[src/hw/rtl/lcs_pkg.sv]
`default_nettype none
package lcs_pkg;

  localparam int unsigned MAX_LEN = 64;
  localparam int unsigned AW      = $clog2(MAX_LEN);
  localparam int unsigned LW      = $clog2(MAX_LEN + 1);
  localparam int unsigned SW      = 7;

  typedef logic [AW-1:0] addr_t;
  typedef logic [LW-1:0] len_t;
  typedef logic [SW-1:0] sym_t;

  localparam logic [1:0] FUNC_APPEND_A = 2'd0;
  localparam logic [1:0] FUNC_APPEND_B = 2'd1;
  localparam logic [1:0] FUNC_COMPUTE  = 2'd2;

  typedef enum logic [1:0] {
    CMP_LT,
    CMP_EQ,
    CMP_GT
  } cmp_res_e;

  typedef enum logic [1:0] {
    C_IDLE,
    C_ADDR,
    C_CMP,
    C_DONE
  } cmp_state_e;

  typedef enum logic [3:0] {
    S_IDLE,
    S_SORT_OUTER,
    S_SORT_RD,
    S_SORT_CMP,
    S_SORT_WAIT,
    S_SORT_PUT,
    S_MATCH_OUTER,
    S_MATCH_LD,
    S_MATCH_INNER,
    S_MATCH_WAIT,
    S_EMIT_INIT,
    S_EMIT_LOOP,
    S_EMIT_LD,
    S_EMIT_WAIT,
    S_EMIT_TAKE,
    S_EMIT_FINAL
  } seq_state_e;

  // request to the shared compare unit
  typedef struct packed {
    logic  start;
    logic  ab;     // 1: A against B, 0: A against A
    addr_t p;
    addr_t q;
    len_t  lim;
    len_t  na;
    len_t  nb;
  } cmp_req_t;

  typedef struct packed {
    logic     done;
    cmp_res_e res;
    len_t     len;
  } cmp_rsp_t;

  typedef struct packed {
    logic  we_a;
    logic  we_b;
    addr_t addr;
    sym_t  sym;
  } load_t;

endpackage
`default_nettype wire

[src/hw/rtl/lcs_if.sv]
`default_nettype none
interface lcs_in_if;
  logic       valid;
  logic       ready;
  logic [1:0] func;
  logic [6:0] symbol;

  modport source (output valid, func, symbol, input ready);
  modport sink (input valid, func, symbol, output ready);
endinterface

interface lcs_out_if;
  logic       valid;
  logic       ready;
  logic [5:0] start_in_a;
  logic [6:0] match_length;
  logic       none_found;
  logic       last;

  modport source (output valid, start_in_a, match_length, none_found, last, input ready);
  modport sink (input valid, start_in_a, match_length, none_found, last, output ready);
endinterface
`default_nettype wire

[src/hw/rtl/lcs_cmp.sv]
`default_nettype none
module lcs_cmp (
  input  wire logic             clk_i,
  input  wire logic             rst_ni,
  input  wire lcs_pkg::load_t    load_i,
  input  wire lcs_pkg::cmp_req_t req_i,
  output lcs_pkg::cmp_rsp_t      rsp_o
);
  import lcs_pkg::*;

  sym_t string_a [MAX_LEN];
  sym_t string_b [MAX_LEN];

  cmp_state_e state_q, state_d;
  addr_t      p_q, p_d, q_q, q_d;
  len_t       k_q, k_d, lim_q, lim_d, n1_q, n1_d, n2_q, n2_d;
  logic       ab_q, ab_d;
  cmp_res_e   res_q, res_d;
  sym_t       a_rd_q, b_rd_q;
  logic       rd_en;

  logic [LW:0] pa_sum, qb_sum;
  logic        end_a, end_b, at_lim;

  assign pa_sum = {{(LW+1-AW){1'b0}}, p_q} + {1'b0, k_q};
  assign qb_sum = {{(LW+1-AW){1'b0}}, q_q} + {1'b0, k_q};
  assign end_a  = pa_sum >= {1'b0, n1_q};
  assign end_b  = qb_sum >= {1'b0, n2_q};
  assign at_lim = k_q == lim_q;

  always_comb begin
    state_d = state_q;
    case (state_q)
      C_IDLE: if (req_i.start) state_d = C_ADDR;
      C_ADDR: state_d = (end_a || end_b || at_lim) ? C_DONE : C_CMP;
      C_CMP:  state_d = (a_rd_q != b_rd_q) ? C_DONE : C_ADDR;
      C_DONE: state_d = C_IDLE;
      default: state_d = C_IDLE;
    endcase
  end

  always_comb begin
    p_d   = p_q;
    q_d   = q_q;
    k_d   = k_q;
    lim_d = lim_q;
    n1_d  = n1_q;
    n2_d  = n2_q;
    ab_d  = ab_q;
    res_d = res_q;
    rd_en = 1'b0;
    case (state_q)
      C_IDLE: begin
        if (req_i.start) begin
          p_d   = req_i.p;
          q_d   = req_i.q;
          k_d   = '0;
          lim_d = req_i.lim;
          n1_d  = req_i.na;
          n2_d  = req_i.ab ? req_i.nb : req_i.na;
          ab_d  = req_i.ab;
        end
      end
      C_ADDR: begin
        if (at_lim) begin
          res_d = CMP_EQ;
        end else if (end_a && end_b) begin
          res_d = CMP_EQ;
        end else if (end_a) begin
          res_d = CMP_LT;
        end else if (end_b) begin
          res_d = CMP_GT;
        end else begin
          rd_en = 1'b1;
        end
      end
      C_CMP: begin
        if (a_rd_q != b_rd_q) begin
          res_d = (a_rd_q < b_rd_q) ? CMP_LT : CMP_GT;
        end else begin
          k_d = len_t'(k_q + len_t'(1));
        end
      end
      default: ;
    endcase
  end

  always_ff @(posedge clk_i) begin
    if (load_i.we_a) string_a[load_i.addr] <= load_i.sym;
    if (load_i.we_b) string_b[load_i.addr] <= load_i.sym;
    if (rd_en) begin
      a_rd_q <= string_a[pa_sum[AW-1:0]];
      b_rd_q <= ab_q ? string_b[qb_sum[AW-1:0]] : string_a[qb_sum[AW-1:0]];
    end
  end

  always_ff @(posedge clk_i or negedge rst_ni) begin
    if (!rst_ni) begin
      state_q <= C_IDLE;
    end else begin
      state_q <= state_d;
    end
  end

  always_ff @(posedge clk_i) begin
    p_q   <= p_d;
    q_q   <= q_d;
    k_q   <= k_d;
    lim_q <= lim_d;
    n1_q  <= n1_d;
    n2_q  <= n2_d;
    ab_q  <= ab_d;
    res_q <= res_d;
  end

  assign rsp_o.done = state_q == C_DONE;
  assign rsp_o.res  = res_q;
  assign rsp_o.len  = k_q;

endmodule
`default_nettype wire

[src/hw/rtl/lcs_seq.sv]
`default_nettype none
module lcs_seq (
  input  wire logic              clk_i,
  input  wire logic              rst_ni,
  lcs_in_if.sink                 in_i,
  lcs_out_if.source              out_o,
  output lcs_pkg::load_t         load_o,
  output lcs_pkg::cmp_req_t      cmp_req_o,
  input  wire lcs_pkg::cmp_rsp_t cmp_rsp_i
);
  import lcs_pkg::*;

  addr_t sa_mem  [MAX_LEN];
  addr_t ans_mem [MAX_LEN];

  seq_state_e state_q, state_d;
  len_t  i_q, i_d, k_q, k_d, j_q, j_d, m_q, m_d;
  len_t  na_q, na_d, nb_q, nb_d, best_q, best_d, cnt_q, cnt_d;
  addr_t pa_q, pa_d, prev_q, prev_d, cur_q, cur_d, pend_q, pend_d;
  logic  have_pend_q, have_pend_d;

  logic  out_valid_q, out_valid_d, out_last_q, out_last_d, out_none_q, out_none_d;
  addr_t out_start_q, out_start_d;
  len_t  out_len_q, out_len_d;
  logic  out_free, accept;

  logic  sa_we, sa_re, ans_we, ans_re;
  addr_t sa_waddr, sa_wdata, sa_raddr, ans_waddr, ans_wdata, ans_raddr;
  addr_t sa_rd_q, ans_rd_q;

  assign accept   = in_i.valid && in_i.ready;
  assign out_free = !out_valid_q || out_o.ready;
  assign in_i.ready = state_q == S_IDLE;

  always_comb begin
    state_d = state_q;
    case (state_q)
      S_IDLE:        if (accept && in_i.func == FUNC_COMPUTE) state_d = S_SORT_OUTER;
      S_SORT_OUTER: begin
        if (i_q == na_q)      state_d = S_MATCH_OUTER;
        else if (i_q == '0)   state_d = S_SORT_PUT;
        else                  state_d = S_SORT_RD;
      end
      S_SORT_RD:     state_d = S_SORT_CMP;
      S_SORT_CMP:    state_d = S_SORT_WAIT;
      S_SORT_WAIT: begin
        if (cmp_rsp_i.done) begin
          if (cmp_rsp_i.res == CMP_GT && k_q != len_t'(1)) state_d = S_SORT_RD;
          else                                             state_d = S_SORT_PUT;
        end
      end
      S_SORT_PUT:    state_d = S_SORT_OUTER;
      S_MATCH_OUTER: state_d = (i_q == na_q) ? S_EMIT_INIT : S_MATCH_LD;
      S_MATCH_LD:    state_d = S_MATCH_INNER;
      S_MATCH_INNER: state_d = (j_q == nb_q) ? S_MATCH_OUTER : S_MATCH_WAIT;
      S_MATCH_WAIT:  if (cmp_rsp_i.done) state_d = S_MATCH_INNER;
      S_EMIT_INIT:   state_d = (best_q == '0) ? S_EMIT_FINAL : S_EMIT_LOOP;
      S_EMIT_LOOP:   state_d = (i_q == cnt_q) ? S_EMIT_FINAL : S_EMIT_LD;
      S_EMIT_LD:     state_d = (i_q == '0) ? S_EMIT_TAKE : S_EMIT_WAIT;
      S_EMIT_WAIT: begin
        if (cmp_rsp_i.done) begin
          state_d = (cmp_rsp_i.res == CMP_EQ) ? S_EMIT_LOOP : S_EMIT_TAKE;
        end
      end
      S_EMIT_TAKE:   if (!have_pend_q || out_free) state_d = S_EMIT_LOOP;
      S_EMIT_FINAL:  if (out_free) state_d = S_IDLE;
      default:       state_d = S_IDLE;
    endcase
  end

  always_comb begin
    i_d = i_q; k_d = k_q; j_d = j_q; m_d = m_q;
    na_d = na_q; nb_d = nb_q; best_d = best_q; cnt_d = cnt_q;
    pa_d = pa_q; prev_d = prev_q; cur_d = cur_q; pend_d = pend_q;
    have_pend_d = have_pend_q;
    out_valid_d = out_valid_q && !out_o.ready;
    out_last_d = out_last_q; out_none_d = out_none_q;
    out_start_d = out_start_q; out_len_d = out_len_q;
    sa_we = 1'b0; sa_re = 1'b0; ans_we = 1'b0; ans_re = 1'b0;
    sa_waddr = k_q[AW-1:0]; sa_wdata = sa_rd_q; sa_raddr = i_q[AW-1:0];
    ans_waddr = cnt_q[AW-1:0]; ans_wdata = pa_q; ans_raddr = i_q[AW-1:0];
    load_o = '0;
    load_o.sym = in_i.symbol;
    cmp_req_o = '0;
    cmp_req_o.na = na_q;
    cmp_req_o.nb = nb_q;
    cmp_req_o.lim = len_t'(MAX_LEN);

    case (state_q)
      S_IDLE: begin
        if (accept) begin
          case (in_i.func)
            FUNC_APPEND_A: begin
              if (na_q < len_t'(MAX_LEN)) begin
                load_o.we_a = 1'b1;
                load_o.addr = na_q[AW-1:0];
                na_d = len_t'(na_q + len_t'(1));
              end
            end
            FUNC_APPEND_B: begin
              if (nb_q < len_t'(MAX_LEN)) begin
                load_o.we_b = 1'b1;
                load_o.addr = nb_q[AW-1:0];
                nb_d = len_t'(nb_q + len_t'(1));
              end
            end
            FUNC_COMPUTE: i_d = '0;
            default: ;
          endcase
        end
      end
      S_SORT_OUTER: begin
        k_d = i_q;
        if (i_q == na_q) begin
          i_d = '0;
          best_d = '0;
          cnt_d = '0;
        end
      end
      S_SORT_RD: begin
        sa_re = 1'b1;
        sa_raddr = addr_t'(k_q - len_t'(1));
      end
      S_SORT_CMP: begin
        cmp_req_o.start = 1'b1;
        cmp_req_o.p = sa_rd_q;
        cmp_req_o.q = i_q[AW-1:0];
      end
      S_SORT_WAIT: begin
        // shift the larger suffix up one slot
        if (cmp_rsp_i.done && cmp_rsp_i.res == CMP_GT) begin
          sa_we = 1'b1;
          k_d = len_t'(k_q - len_t'(1));
        end
      end
      S_SORT_PUT: begin
        sa_we = 1'b1;
        sa_wdata = i_q[AW-1:0];
        i_d = len_t'(i_q + len_t'(1));
      end
      S_MATCH_OUTER: begin
        sa_re = 1'b1;
      end
      S_MATCH_LD: begin
        pa_d = sa_rd_q;
        j_d = '0;
        m_d = '0;
      end
      S_MATCH_INNER: begin
        if (j_q == nb_q) begin
          i_d = len_t'(i_q + len_t'(1));
          if (m_q > best_q) begin
            best_d = m_q;
            ans_we = 1'b1;
            ans_waddr = '0;
            cnt_d = len_t'(1);
          end else if (m_q != '0 && m_q == best_q) begin
            ans_we = 1'b1;
            cnt_d = len_t'(cnt_q + len_t'(1));
          end
        end else begin
          cmp_req_o.start = 1'b1;
          cmp_req_o.ab = 1'b1;
          cmp_req_o.p = pa_q;
          cmp_req_o.q = j_q[AW-1:0];
        end
      end
      S_MATCH_WAIT: begin
        if (cmp_rsp_i.done) begin
          if (cmp_rsp_i.len > m_q) m_d = cmp_rsp_i.len;
          j_d = len_t'(j_q + len_t'(1));
        end
      end
      S_EMIT_INIT: begin
        i_d = '0;
        have_pend_d = 1'b0;
      end
      S_EMIT_LOOP: begin
        ans_re = 1'b1;
      end
      S_EMIT_LD: begin
        cur_d = ans_rd_q;
        // same leading best symbols as the previous candidate means same substring
        cmp_req_o.start = i_q != '0;
        cmp_req_o.p = prev_q;
        cmp_req_o.q = ans_rd_q;
        cmp_req_o.lim = best_q;
      end
      S_EMIT_WAIT: begin
        if (cmp_rsp_i.done) begin
          prev_d = cur_q;
          if (cmp_rsp_i.res == CMP_EQ) i_d = len_t'(i_q + len_t'(1));
        end
      end
      S_EMIT_TAKE: begin
        if (!have_pend_q || out_free) begin
          if (have_pend_q) begin
            out_valid_d = 1'b1;
            out_start_d = pend_q;
            out_len_d = best_q;
            out_none_d = 1'b0;
            out_last_d = 1'b0;
          end
          pend_d = cur_q;
          prev_d = cur_q;
          have_pend_d = 1'b1;
          i_d = len_t'(i_q + len_t'(1));
        end
      end
      S_EMIT_FINAL: begin
        if (out_free) begin
          out_valid_d = 1'b1;
          out_last_d = 1'b1;
          out_len_d = best_q;
          out_none_d = best_q == '0;
          out_start_d = (best_q == '0) ? '0 : pend_q;
          na_d = '0;
          nb_d = '0;
        end
      end
      default: ;
    endcase
  end

  always_ff @(posedge clk_i) begin
    if (sa_we) sa_mem[sa_waddr] <= sa_wdata;
    if (sa_re) sa_rd_q <= sa_mem[sa_raddr];
    if (ans_we) ans_mem[ans_waddr] <= ans_wdata;
    if (ans_re) ans_rd_q <= ans_mem[ans_raddr];
  end

  always_ff @(posedge clk_i or negedge rst_ni) begin
    if (!rst_ni) begin
      state_q     <= S_IDLE;
      na_q        <= '0;
      nb_q        <= '0;
      out_valid_q <= 1'b0;
      have_pend_q <= 1'b0;
    end else begin
      state_q     <= state_d;
      na_q        <= na_d;
      nb_q        <= nb_d;
      out_valid_q <= out_valid_d;
      have_pend_q <= have_pend_d;
    end
  end

  always_ff @(posedge clk_i) begin
    i_q <= i_d; k_q <= k_d; j_q <= j_d; m_q <= m_d;
    best_q <= best_d; cnt_q <= cnt_d;
    pa_q <= pa_d; prev_q <= prev_d; cur_q <= cur_d; pend_q <= pend_d;
    out_last_q <= out_last_d; out_none_q <= out_none_d;
    out_start_q <= out_start_d; out_len_q <= out_len_d;
  end

  assign out_o.valid        = out_valid_q;
  assign out_o.start_in_a   = out_start_q;
  assign out_o.match_length = out_len_q;
  assign out_o.none_found   = out_none_q;
  assign out_o.last         = out_last_q;

`ifndef ASSERT_OFF
  a_none_last: assert property (@(posedge clk_i) disable iff (!rst_ni)
    out_valid_q && out_none_q |-> out_last_q && out_len_q == '0)
    else $error("none_found word not final or has a length");
  a_cnt_bound: assert property (@(posedge clk_i) disable iff (!rst_ni)
    state_q == S_EMIT_LOOP |-> cnt_q <= na_q)
    else $error("candidate count exceeds string length");
  a_len_bound: assert property (@(posedge clk_i) disable iff (!rst_ni)
    na_q <= len_t'(MAX_LEN) && nb_q <= len_t'(MAX_LEN))
    else $error("string length beyond capacity");
`endif

endmodule
`default_nettype wire

[src/hw/rtl/longest_common_substrings_core.sv]
// channel | dir | words
// in_i    | in  | func, symbol: append to A or B, or compute
// out_o   | out | start_in_a, match_length, none_found, last
// an append is accepted in idle and keeps in_i.ready high; a compute holds in_i.ready low until its last word is queued
// compute time is set by one shared compare unit walking the strings symbol by symbol
// sort: up to na*(na-1)/2 suffix compares; match: na*nb prefix walks; dedup: one walk per candidate after the first
// reset clears lengths and control; string and list memories are undefined until written
// a stalled out_o holds its word; the compute waits only when the next word must be queued
`default_nettype none
module longest_common_substrings_core (
  input  wire logic clk_i,
  input  wire logic rst_ni,
  lcs_in_if.sink    in_i,
  lcs_out_if.source out_o
);
  import lcs_pkg::*;

  load_t    load;
  cmp_req_t cmp_req;
  cmp_rsp_t cmp_rsp;

  lcs_seq u_seq (
    .clk_i     (clk_i),
    .rst_ni    (rst_ni),
    .in_i      (in_i),
    .out_o     (out_o),
    .load_o    (load),
    .cmp_req_o (cmp_req),
    .cmp_rsp_i (cmp_rsp)
  );

  lcs_cmp u_cmp (
    .clk_i  (clk_i),
    .rst_ni (rst_ni),
    .load_i (load),
    .req_i  (cmp_req),
    .rsp_o  (cmp_rsp)
  );

endmodule
`default_nettype wire

[src/flat_wrapper.sv]
// flat-port wrapper written by rule: the top's interface ports become plain ports
module longest_common_substrings_core_flat import lcs_pkg::*;
  (clk_i, rst_ni, in_i_valid, in_i_func, in_i_symbol, in_i_ready, out_o_valid, out_o_start_in_a, out_o_match_length, out_o_none_found, out_o_last, out_o_ready);
  lcs_in_if in_i_i ();
  lcs_out_if out_o_i ();
  input  wire logic clk_i;
  input  wire logic rst_ni;
  input wire logic [$bits(in_i_i.valid)-1:0] in_i_valid;
  input wire logic [$bits(in_i_i.func)-1:0] in_i_func;
  input wire logic [$bits(in_i_i.symbol)-1:0] in_i_symbol;
  output wire logic [$bits(in_i_i.ready)-1:0] in_i_ready;
  output wire logic [$bits(out_o_i.valid)-1:0] out_o_valid;
  output wire logic [$bits(out_o_i.start_in_a)-1:0] out_o_start_in_a;
  output wire logic [$bits(out_o_i.match_length)-1:0] out_o_match_length;
  output wire logic [$bits(out_o_i.none_found)-1:0] out_o_none_found;
  output wire logic [$bits(out_o_i.last)-1:0] out_o_last;
  input wire logic [$bits(out_o_i.ready)-1:0] out_o_ready;
  assign in_i_i.valid = in_i_valid;
  assign in_i_i.func = in_i_func;
  assign in_i_i.symbol = in_i_symbol;
  assign in_i_ready = in_i_i.ready;
  assign out_o_valid = out_o_i.valid;
  assign out_o_start_in_a = out_o_i.start_in_a;
  assign out_o_match_length = out_o_i.match_length;
  assign out_o_none_found = out_o_i.none_found;
  assign out_o_last = out_o_i.last;
  assign out_o_i.ready = out_o_ready;
  longest_common_substrings_core u_core (.clk_i(clk_i), .rst_ni(rst_ni), .in_i(in_i_i), .out_o(out_o_i));
endmodule
[config.mk]
export PLATFORM = sky130hd
export DESIGN_NAME = longest_common_substrings_core_flat
export DESIGN_NICKNAME = d
export VERILOG_FILES = /design/src/hw/rtl/lcs_pkg.sv /design/src/hw/rtl/lcs_if.sv /design/src/hw/rtl/lcs_cmp.sv /design/src/hw/rtl/lcs_seq.sv /design/src/hw/rtl/longest_common_substrings_core.sv /design/src/flat_wrapper.sv
export SDC_FILE = /design/constraint.sdc
export NUM_CORES = 2
export LEC_CHECK = 0
export BUFFER_PORTS_ARGS = -buffer_cell sky130_fd_sc_hd__buf_2
export CELL_PAD_IN_SITES_DETAIL_PLACEMENT = 0
export CELL_PAD_IN_SITES_GLOBAL_PLACEMENT = 1
export CORE_UTILIZATION = 40
export DETAILED_ROUTE_END_ITERATION = 12
export PLACE_DENSITY_LB_ADDON = 0.1
export SYNTH_ARGS = -nofsm -noshare
export SYNTH_HDL_FRONTEND = slang
export SYNTH_SLANG_ARGS = --single-unit
[constraint.sdc]
create_clock -name clk_i -period 4.8 [get_ports clk_i]
set_input_delay 0.24 -clock clk_i [delete_from_list [all_inputs] [get_ports clk_i]]
set_output_delay 0.24 -clock clk_i [all_outputs]
set_load 0.02 [all_outputs]
== After elaboration in Yosys (flattened, before gate mapping) ==
Memory sizes are Yosys's and may differ from the RTL's. A register that Yosys moved wholly into a read port is not among the register bits.
Index checks and enable logic that the tools add are counted.
Widths: inputs -> output; s select.

* Bits in writable memories: 1664
* Memories kept: 4
* Flip-flop bits (word level): 153
* Bits of input ports: 13
* Output and inout bits: 17

* Reduce and logical (&&, ||, !) cells: 48
* Equality and inequality tests: 53
* Order comparisons: 7
* Add/subtract/negate cells: 9
* Mux-type cells: 125

{| class="wikitable"
|+ Memory list
! memory !! depth !! bits a word !! read ports !! clocked after memory_dff !! write ports !! line !! source
|-
| u_core.u_cmp.string_a || 64 || 7 || 2 || 1 || 1 || lcs_cmp.sv:11 || <nowiki>sym_t string_a [MAX_LEN];</nowiki>
|-
| u_core.u_cmp.string_b || 64 || 7 || 1 || 0 || 1 || lcs_cmp.sv:12 || <nowiki>sym_t string_b [MAX_LEN];</nowiki>
|-
| u_core.u_seq.ans_mem || 64 || 6 || 1 || 1 || 1 || lcs_seq.sv:14 || <nowiki>addr_t ans_mem [MAX_LEN];</nowiki>
|-
| u_core.u_seq.sa_mem || 64 || 6 || 1 || 1 || 1 || lcs_seq.sv:13 || <nowiki>addr_t sa_mem [MAX_LEN];</nowiki>
|}

{| class="wikitable"
|+ Operators with widths
! operator !! number
|-
| $mux 7 || 31
|-
| $pmux 7 s2 || 9
|-
| $mux 6 || 12
|-
| $pmux 4 s16 || 1
|-
| $pmux 7 s7 || 1
|-
| $add 7x1->7 const B || 6
|-
| $pmux 12 s3 || 1
|-
| $pmux 6 s2 || 3
|-
| $eq 7x7->1 || 5
|-
| $mux 1 || 33
|-
| $eq 4x4->1 const B || 8
|-
| $mux 4 || 8
|-
| $ne 2x2->1 const B || 14
|-
| $reduce_bool 7->1 || 3
|-
| $mux 2 || 10
|-
| $reduce_bool 2->1 || 9
|-
| $add 6x7->8 || 2
|-
| $eq 4x3->1 const B || 4
|-
| $ge 8x7->1 || 2
|-
| $mux 8 || 2
|-
| $ne 2x1->1 const B || 8
|-
| $mux 3 || 5
|-
| $gt 7x7->1 || 2
|-
| $logic_not 7->1 || 2
|-
| other kinds (28) || 61
|}

== Longest topological paths before layout ==
* Word-level depth: 8
* Mapped depth: 14

== By module ==
A second synthesis with hierarchy kept.

* Cells, all modules: 4514
* Area total of the unflattened synthesis: 78520.3 um^2

{| class="wikitable"
|+ By module, submodules not included
! module !! times used !! area each (um^2) !! sequential area each (um^2) !! cells an instance
|-
| lcs_cmp || 1 || 42055.3 || 28667.5 || 2161
|-
| lcs_seq || 1 || 36465.0 || 26355.3 || 2353
|}

== Worst setup path after synthesis ==
OpenSTA, ideal clock, no wires.

* Path type: register to register
* From: register u_core.u_cmp.k_q[0]
* To: register u_core.u_cmp.a_rd_q[0] (read register of u_core.u_cmp.string_a) (enable)
* Slack: -0.029 ns
* Path buffers: 2
* Cell stages (with the launch flop): 14
* Data arrival time: 4.443 ns
* Period minus slack after synthesis: 4.829 ns
* Setup time: 0.386 ns
* Cells stage by stage: edfxtp_1 > ha_1 > fa_1 > xnor2_1 > buf_1 > clkbuf_1 > inv_1 > ha_1 > a21o_1 > a21o_1 > a211o_1 > a221oi_1 > and2_1 > nor2b_1

* Cells in the longest elaborated chain, start to end: 7
* Elaborated cells between the ends (all ways): 11
* Those cells by class: add/sub: 2; order compare: 2; eq/ne: 1; mux: 5; reduce/logical: 1

{| class="wikitable"
|+ RTL lines
! item !! line !! source
|-
| from (decl) || lcs_cmp.sv:16 || <nowiki>len_t k_q, k_d, lim_q, lim_d, n1_q, n1_d, n2_q, n2_d;</nowiki>
|-
| from (signal assigned) || lcs_cmp.sv:108 || <nowiki>k_q <= k_d;</nowiki>
|-
| $add 6x7->8 || lcs_cmp.sv:26 || <nowiki>assign qb_sum = {{(LW+1-AW){1'b0}}, q_q} + {1'b0, k_q};</nowiki>
|-
| $ge 8x7->1 || lcs_cmp.sv:28 || <nowiki>assign end_b = qb_sum >= {1'b0, n2_q};</nowiki>
|-
| $mux 1 || lcs_cmp.sv:71 || <nowiki>end else if (end_b) begin</nowiki>
|-
| $mux 1 || lcs_cmp.sv:69 || <nowiki>end else if (end_a) begin</nowiki>
|-
| $mux 1 || lcs_cmp.sv:67 || <nowiki>end else if (end_a && end_b) begin</nowiki>
|-
| $mux 1 * || lcs_cmp.sv:65 || <nowiki>if (at_lim) begin</nowiki>
|-
| $mux 1 * || lcs_cmp.sv:52 || <nowiki>case (state_q)</nowiki>
|-
| net u_core.u_cmp.rd_en || lcs_cmp.sv:20 || <nowiki>logic rd_en;</nowiki>
|-
| to (decl) || lcs_cmp.sv:19 || <nowiki>sym_t a_rd_q, b_rd_q;</nowiki>
|}

The timed path passes the listed nets; every way through them passes the cells marked *.
A chain may end at the register's enable or synchronous reset.

== Final worst setup path ==
* From: register u_core.u_cmp.k_q[0]
* To: register u_core.u_cmp.b_rd_q[1] (data pin)

* Cells in the longest elaborated chain, start to end: 3
* Elaborated cells between the ends (all ways): 4
* Those cells by class: add/sub: 1; mux: 1; memory: 2

{| class="wikitable"
|+ RTL lines
! item !! line !! source
|-
| $add 6x7->8 * || lcs_cmp.sv:26 ||
|-
| $mem_v2 64x7, on equally long branches || - ||
|-
| $mux 7 * || lcs_cmp.sv:93 || <nowiki>b_rd_q <= ab_q ? string_b[qb_sum[AW-1:0]] : string_a[qb_sum[AW-1:0]];</nowiki>
|-
| to (signal assigned) || lcs_cmp.sv:93 ||
|-
| to (decl) || lcs_cmp.sv:19 ||
|}

Mark *: on every way between the ends. The rest lies on a longest branch, timed or not.

==> flow_metrics.py <==
metrics = {
    "clock_network": {
        "post_cts_buffers": 0,
        "insertion_delay_ns": 0.86,
        "cts_tree": "done",
        "clk_pin_slew_ns": 0.07,
        "numCtsBuffers": 197,
        "clockBufferDepth": 3,
        "h-tree-depth": 4,
        "cts.sinks": 1836,
        "root_buffer": "clkbuf_16",
    },
    "timing": {
        "worst_slew_margin_rel": 0.221,
        "fin_crit_ns": 4.39,
        "min_period_over_period": 0.915,
        "fin_skew_ns": 0.0296,
        "fin_tns_setup_ns": 0,
        "slew_violations": 0,
        "finalHoldViolations": 0,
        "worst_slew_pin_slew_ns": 1.17,
        "rsz0062_at_grt": "no",
        "setup_viol": 0,
        "fmaxAchievable_ghz": 0.228,
        "fin_ws_ns": 0.406,
    },
    "drt": {
        "vias": 39000,
        "firstDrtPassIters": 6,
        "totalWireLength_um": 210000,
        "wl_per_cell_um": 30.5,
        "via_per_inst": 5.68,
        "postRouteAntennaNets": 0,
        "drc_errors": 0,
        "initialDrtViolationCount": 3644,
    },
    "grt": {
        "grt_overflow": 0,
        "grtUsageTotal": 0.215,
        "grt_antenna_before_repair": 3,
        "grt_pass1_wl_um": 302000,
        "grt_max_degree": 106,
        "grt_pass1_vias": 40500,
    },
    "pwr": {
        "power.density_nw_per_um2": 369,
        "leakage_nw": 29.2,
        "p_total_w": 0.0328,
        "vdd_ir_drop_max_mv": 0.277,
    },
    "logic_synthesis": {
        "syn-num-nets": 3950,
        "synth_cell_types": 62,
        "ys_seq_area_frac": 0.711,
        "synth_area_leaders": "edfxtp_1 70%, mux4_2 18%, nor2_1 1.6%, mux2i_1 1.0%, ha_1 0.91%",
        "syn_inst": 3879,
        "synth-async-reset-ratio": 0.0120,
        "ys_seq_elements": 1836,
        "synth_area_um2": 77400,
        "synth_commonest_cells": "1,814 x edfxtp_1, 635 x mux4_2, 328 x nor2_1",
        "syn_avg_cell_area_um2": 19.9,
        "yosysMostFrequentCell": "edfxtp_1",
        "synth_area_leader_cell": "edfxtp_1",
        "synth_edf_count": 1814,
        "yosysTopAreaCellShare": 0.704,
        "synth_flop_cell": "edfxtp_1",
        "yosysWarnings": 0,
    },
    "critical_path": {
        "slowest_stage": "fa_4",
        "worst-path-buf-inv": 3,
        "worstSetupPathType": "reg -> reg",
        "cpPeakStageDelay_ns": 0.86,
        "critPathCaptureType": "flop",
        "worstPathRequired_ns": 5.39,
        "crit_fanout": 36,
        "critical_path.cell_chain": "ha_4 > fa_4 > buf_12 > buf_12 > mux4_2 > mux4_2 > mux2i_1 > mux4_2 > inv_1",
        "arrival_ns": 4.99,
        "cp_top_family": "multiplexers",
        "critPathLaunchType": "flop",
        "cpMostUsedCell": "mux4_2",
    },
    "layout": {
        "drive_gt1_frac": 0.296,
        "post-route-util": 0.462,
        "seqCellArea_um2": 55000,
        "areaGrowthSynthToFinish_pct": 14.8,
        "stdcell_count": 6869,
        "fill_cells": 16200,
        "multiInputGateArea_um2": 21300,
        "fin_nets": 4249,
    },
    "floorplanning": {
        "pin_count": 30,
        "die_x_um": 442,
        "core_area_um2": 192000,
        "rows": 161,
        "die_y_um": 442,
        "start_util": 0.402,
        "die-area_um2": 195000,
    },
    "placement": {
        "placed_cells": 6495,
        "dp_hpwl_um": 132000,
        "io_buffers": 29,
        "place_congestion": 0.796,
        "dp_worst_setup_slack_ns": 0.360,
    },
    "job": {
        "cap_violations": 0,
    },
    "status": {
        "status": "completed",
    },
    "hold_path": {
        "hold_class": "in -> async",
    },
}
[kinds of logic (layout without fill, tap and decap cells)]
kind of cell    count (synthesis)  in the layout  synth area share
flops                        1836           1836             0.711
fa+ha+maj                      58             58           0.00957
simple gates                  698            698            0.0414
xor+xnor                       64             64           0.00725
compound gates                200            200            0.0174
buf+inv                       291            753            0.0154
other cells                     0              2                 0
mux                           732            732             0.198
[cells in the final DEF, fill, tap and decap left out, types with 30 or more instances in the layout]
cell type,synthesis,routed
a21oi_1,43,41
buf_4,3,267
clkbuf_1,131,36
clkbuf_16,0,199
clkinv_1,0,42
clkinv_2,0,42
edfxtp_1,1814,1814
ha_1,56,54
inv_1,69,69
mux2i_1,80,77
mux4_2,635,635
nand2_1,124,124
nand3_1,48,48
nor2_1,328,327
nor3_1,40,38
o21ai_0,38,37
xor2_1,31,30
[state kept, by name, indices dropped and copies added (netlist names), 7 cells and up]
| register | cells |
|---|---|
| u_core.u_seq.j_q | 7 |
| u_core.u_seq.out_o.match_length | 7 |
| u_core.u_cmp.string_a | 448 |
| u_core.u_seq.best_q | 7 |
| u_core.u_cmp.k_q | 7 |
| u_core.u_cmp.string_b | 448 |
| u_core.u_seq.cnt_q | 7 |
| u_core.u_cmp.a_rd_q | 7 |
| u_core.u_seq.na_q | 7 |
| u_core.u_cmp.n2_q | 7 |
| u_core.u_seq.nb_q | 7 |
| u_core.u_cmp.lim_q | 7 |
| u_core.u_seq.ans_mem | 384 |
| u_core.u_seq.sa_mem | 384 |
| u_core.u_seq.i_q | 7 |
| u_core.u_seq.k_q | 7 |
| u_core.u_cmp.b_rd_q | 7 |
| u_core.u_seq.m_q | 7 |
| u_core.u_cmp.n1_q | 7 |
[worst register-to-register path, stage by stage, from the launching register on]
cell	delay, ns
edfxtp_1	0.55
ha_4	0.24
fa_4	0.86
buf_12	0.26
buf_12	0.33
mux4_2	0.35
mux4_2	0.54
mux2i_1	0.61
mux4_2	0.37
inv_1	0.04
[final timing paths]
check                                        from                                  to  slack (ns)  cells after the start
max                           u_core.u_cmp.k_q[0]              u_core.u_cmp.b_rd_q[1]        0.41                      9
max reg2reg                   u_core.u_cmp.k_q[0]              u_core.u_cmp.b_rd_q[1]        0.41                      9
min in group clk_i                 in_i_symbol[0]        u_core.u_cmp.string_a[56][0]        0.11                      1
max in group asynchronous                  rst_ni                u_core.u_seq.nb_q[0]        4.37                      2
min                                        rst_ni             u_core.u_seq.state_q[3]        0.04                      2
min reg2reg                u_core.u_seq.best_q[2]  u_core.u_seq.out_o.match_length[2]        0.50                      0
[metrics by stage]
| stage | hold WS (ns) | instance area (um^2) |
|---|---|---|
| after floorplan | -0.0556 | 77400 |
| after global placement | 0.273 | 82300 |
| after detailed placement | 0.270 | 82300 |
| after CTS | 0.00942 | 88800 |
| after global routing | 0.0521 | 88800 |
| final | 0.0408 | 88800 |
[repair_timing]
action	4_1_cts	5_1_grt
hold endpoints to repair	222	0
gates resized for setup	0	0
hold buffers	10	0
[report_power, final]
group	switching (W)	internal, W	total, W
clock	0.00644	0.00869	0.0151
sequential	0.0000000000000000000894	0.0175	0.0175
combinational	0.000136	0.0000140	0.000150
[per-layer routing]
| metal | vias up | global-route usage | part of all wire |
|---|---|---|---|
| met2 | 1007 | 0.364 | 0.51 |
| met4 | 0 | 0.0501 | 0.020 |
| met3 | 255 | 0.0275 | 0.042 |
| met1 | 21100 | 0.297 | 0.43 |
| li1 | 16700 | - | - |
| met5 | - | 0 | 0 |
[cell type report]
class / instances / area share
flip-flops and latches: 1836 / 0.620
clock buffers: 235 / 0.0576
repair buffers: 322 / 0.0301
clock inverters: 127 / 0.0143
well taps: 2526 / 0.0356
inverters: 69 / 0.00292
diodes: 2 / 0.0000563
multi-input cells: 1752 / 0.240
(Power assumes the default switching activity.)
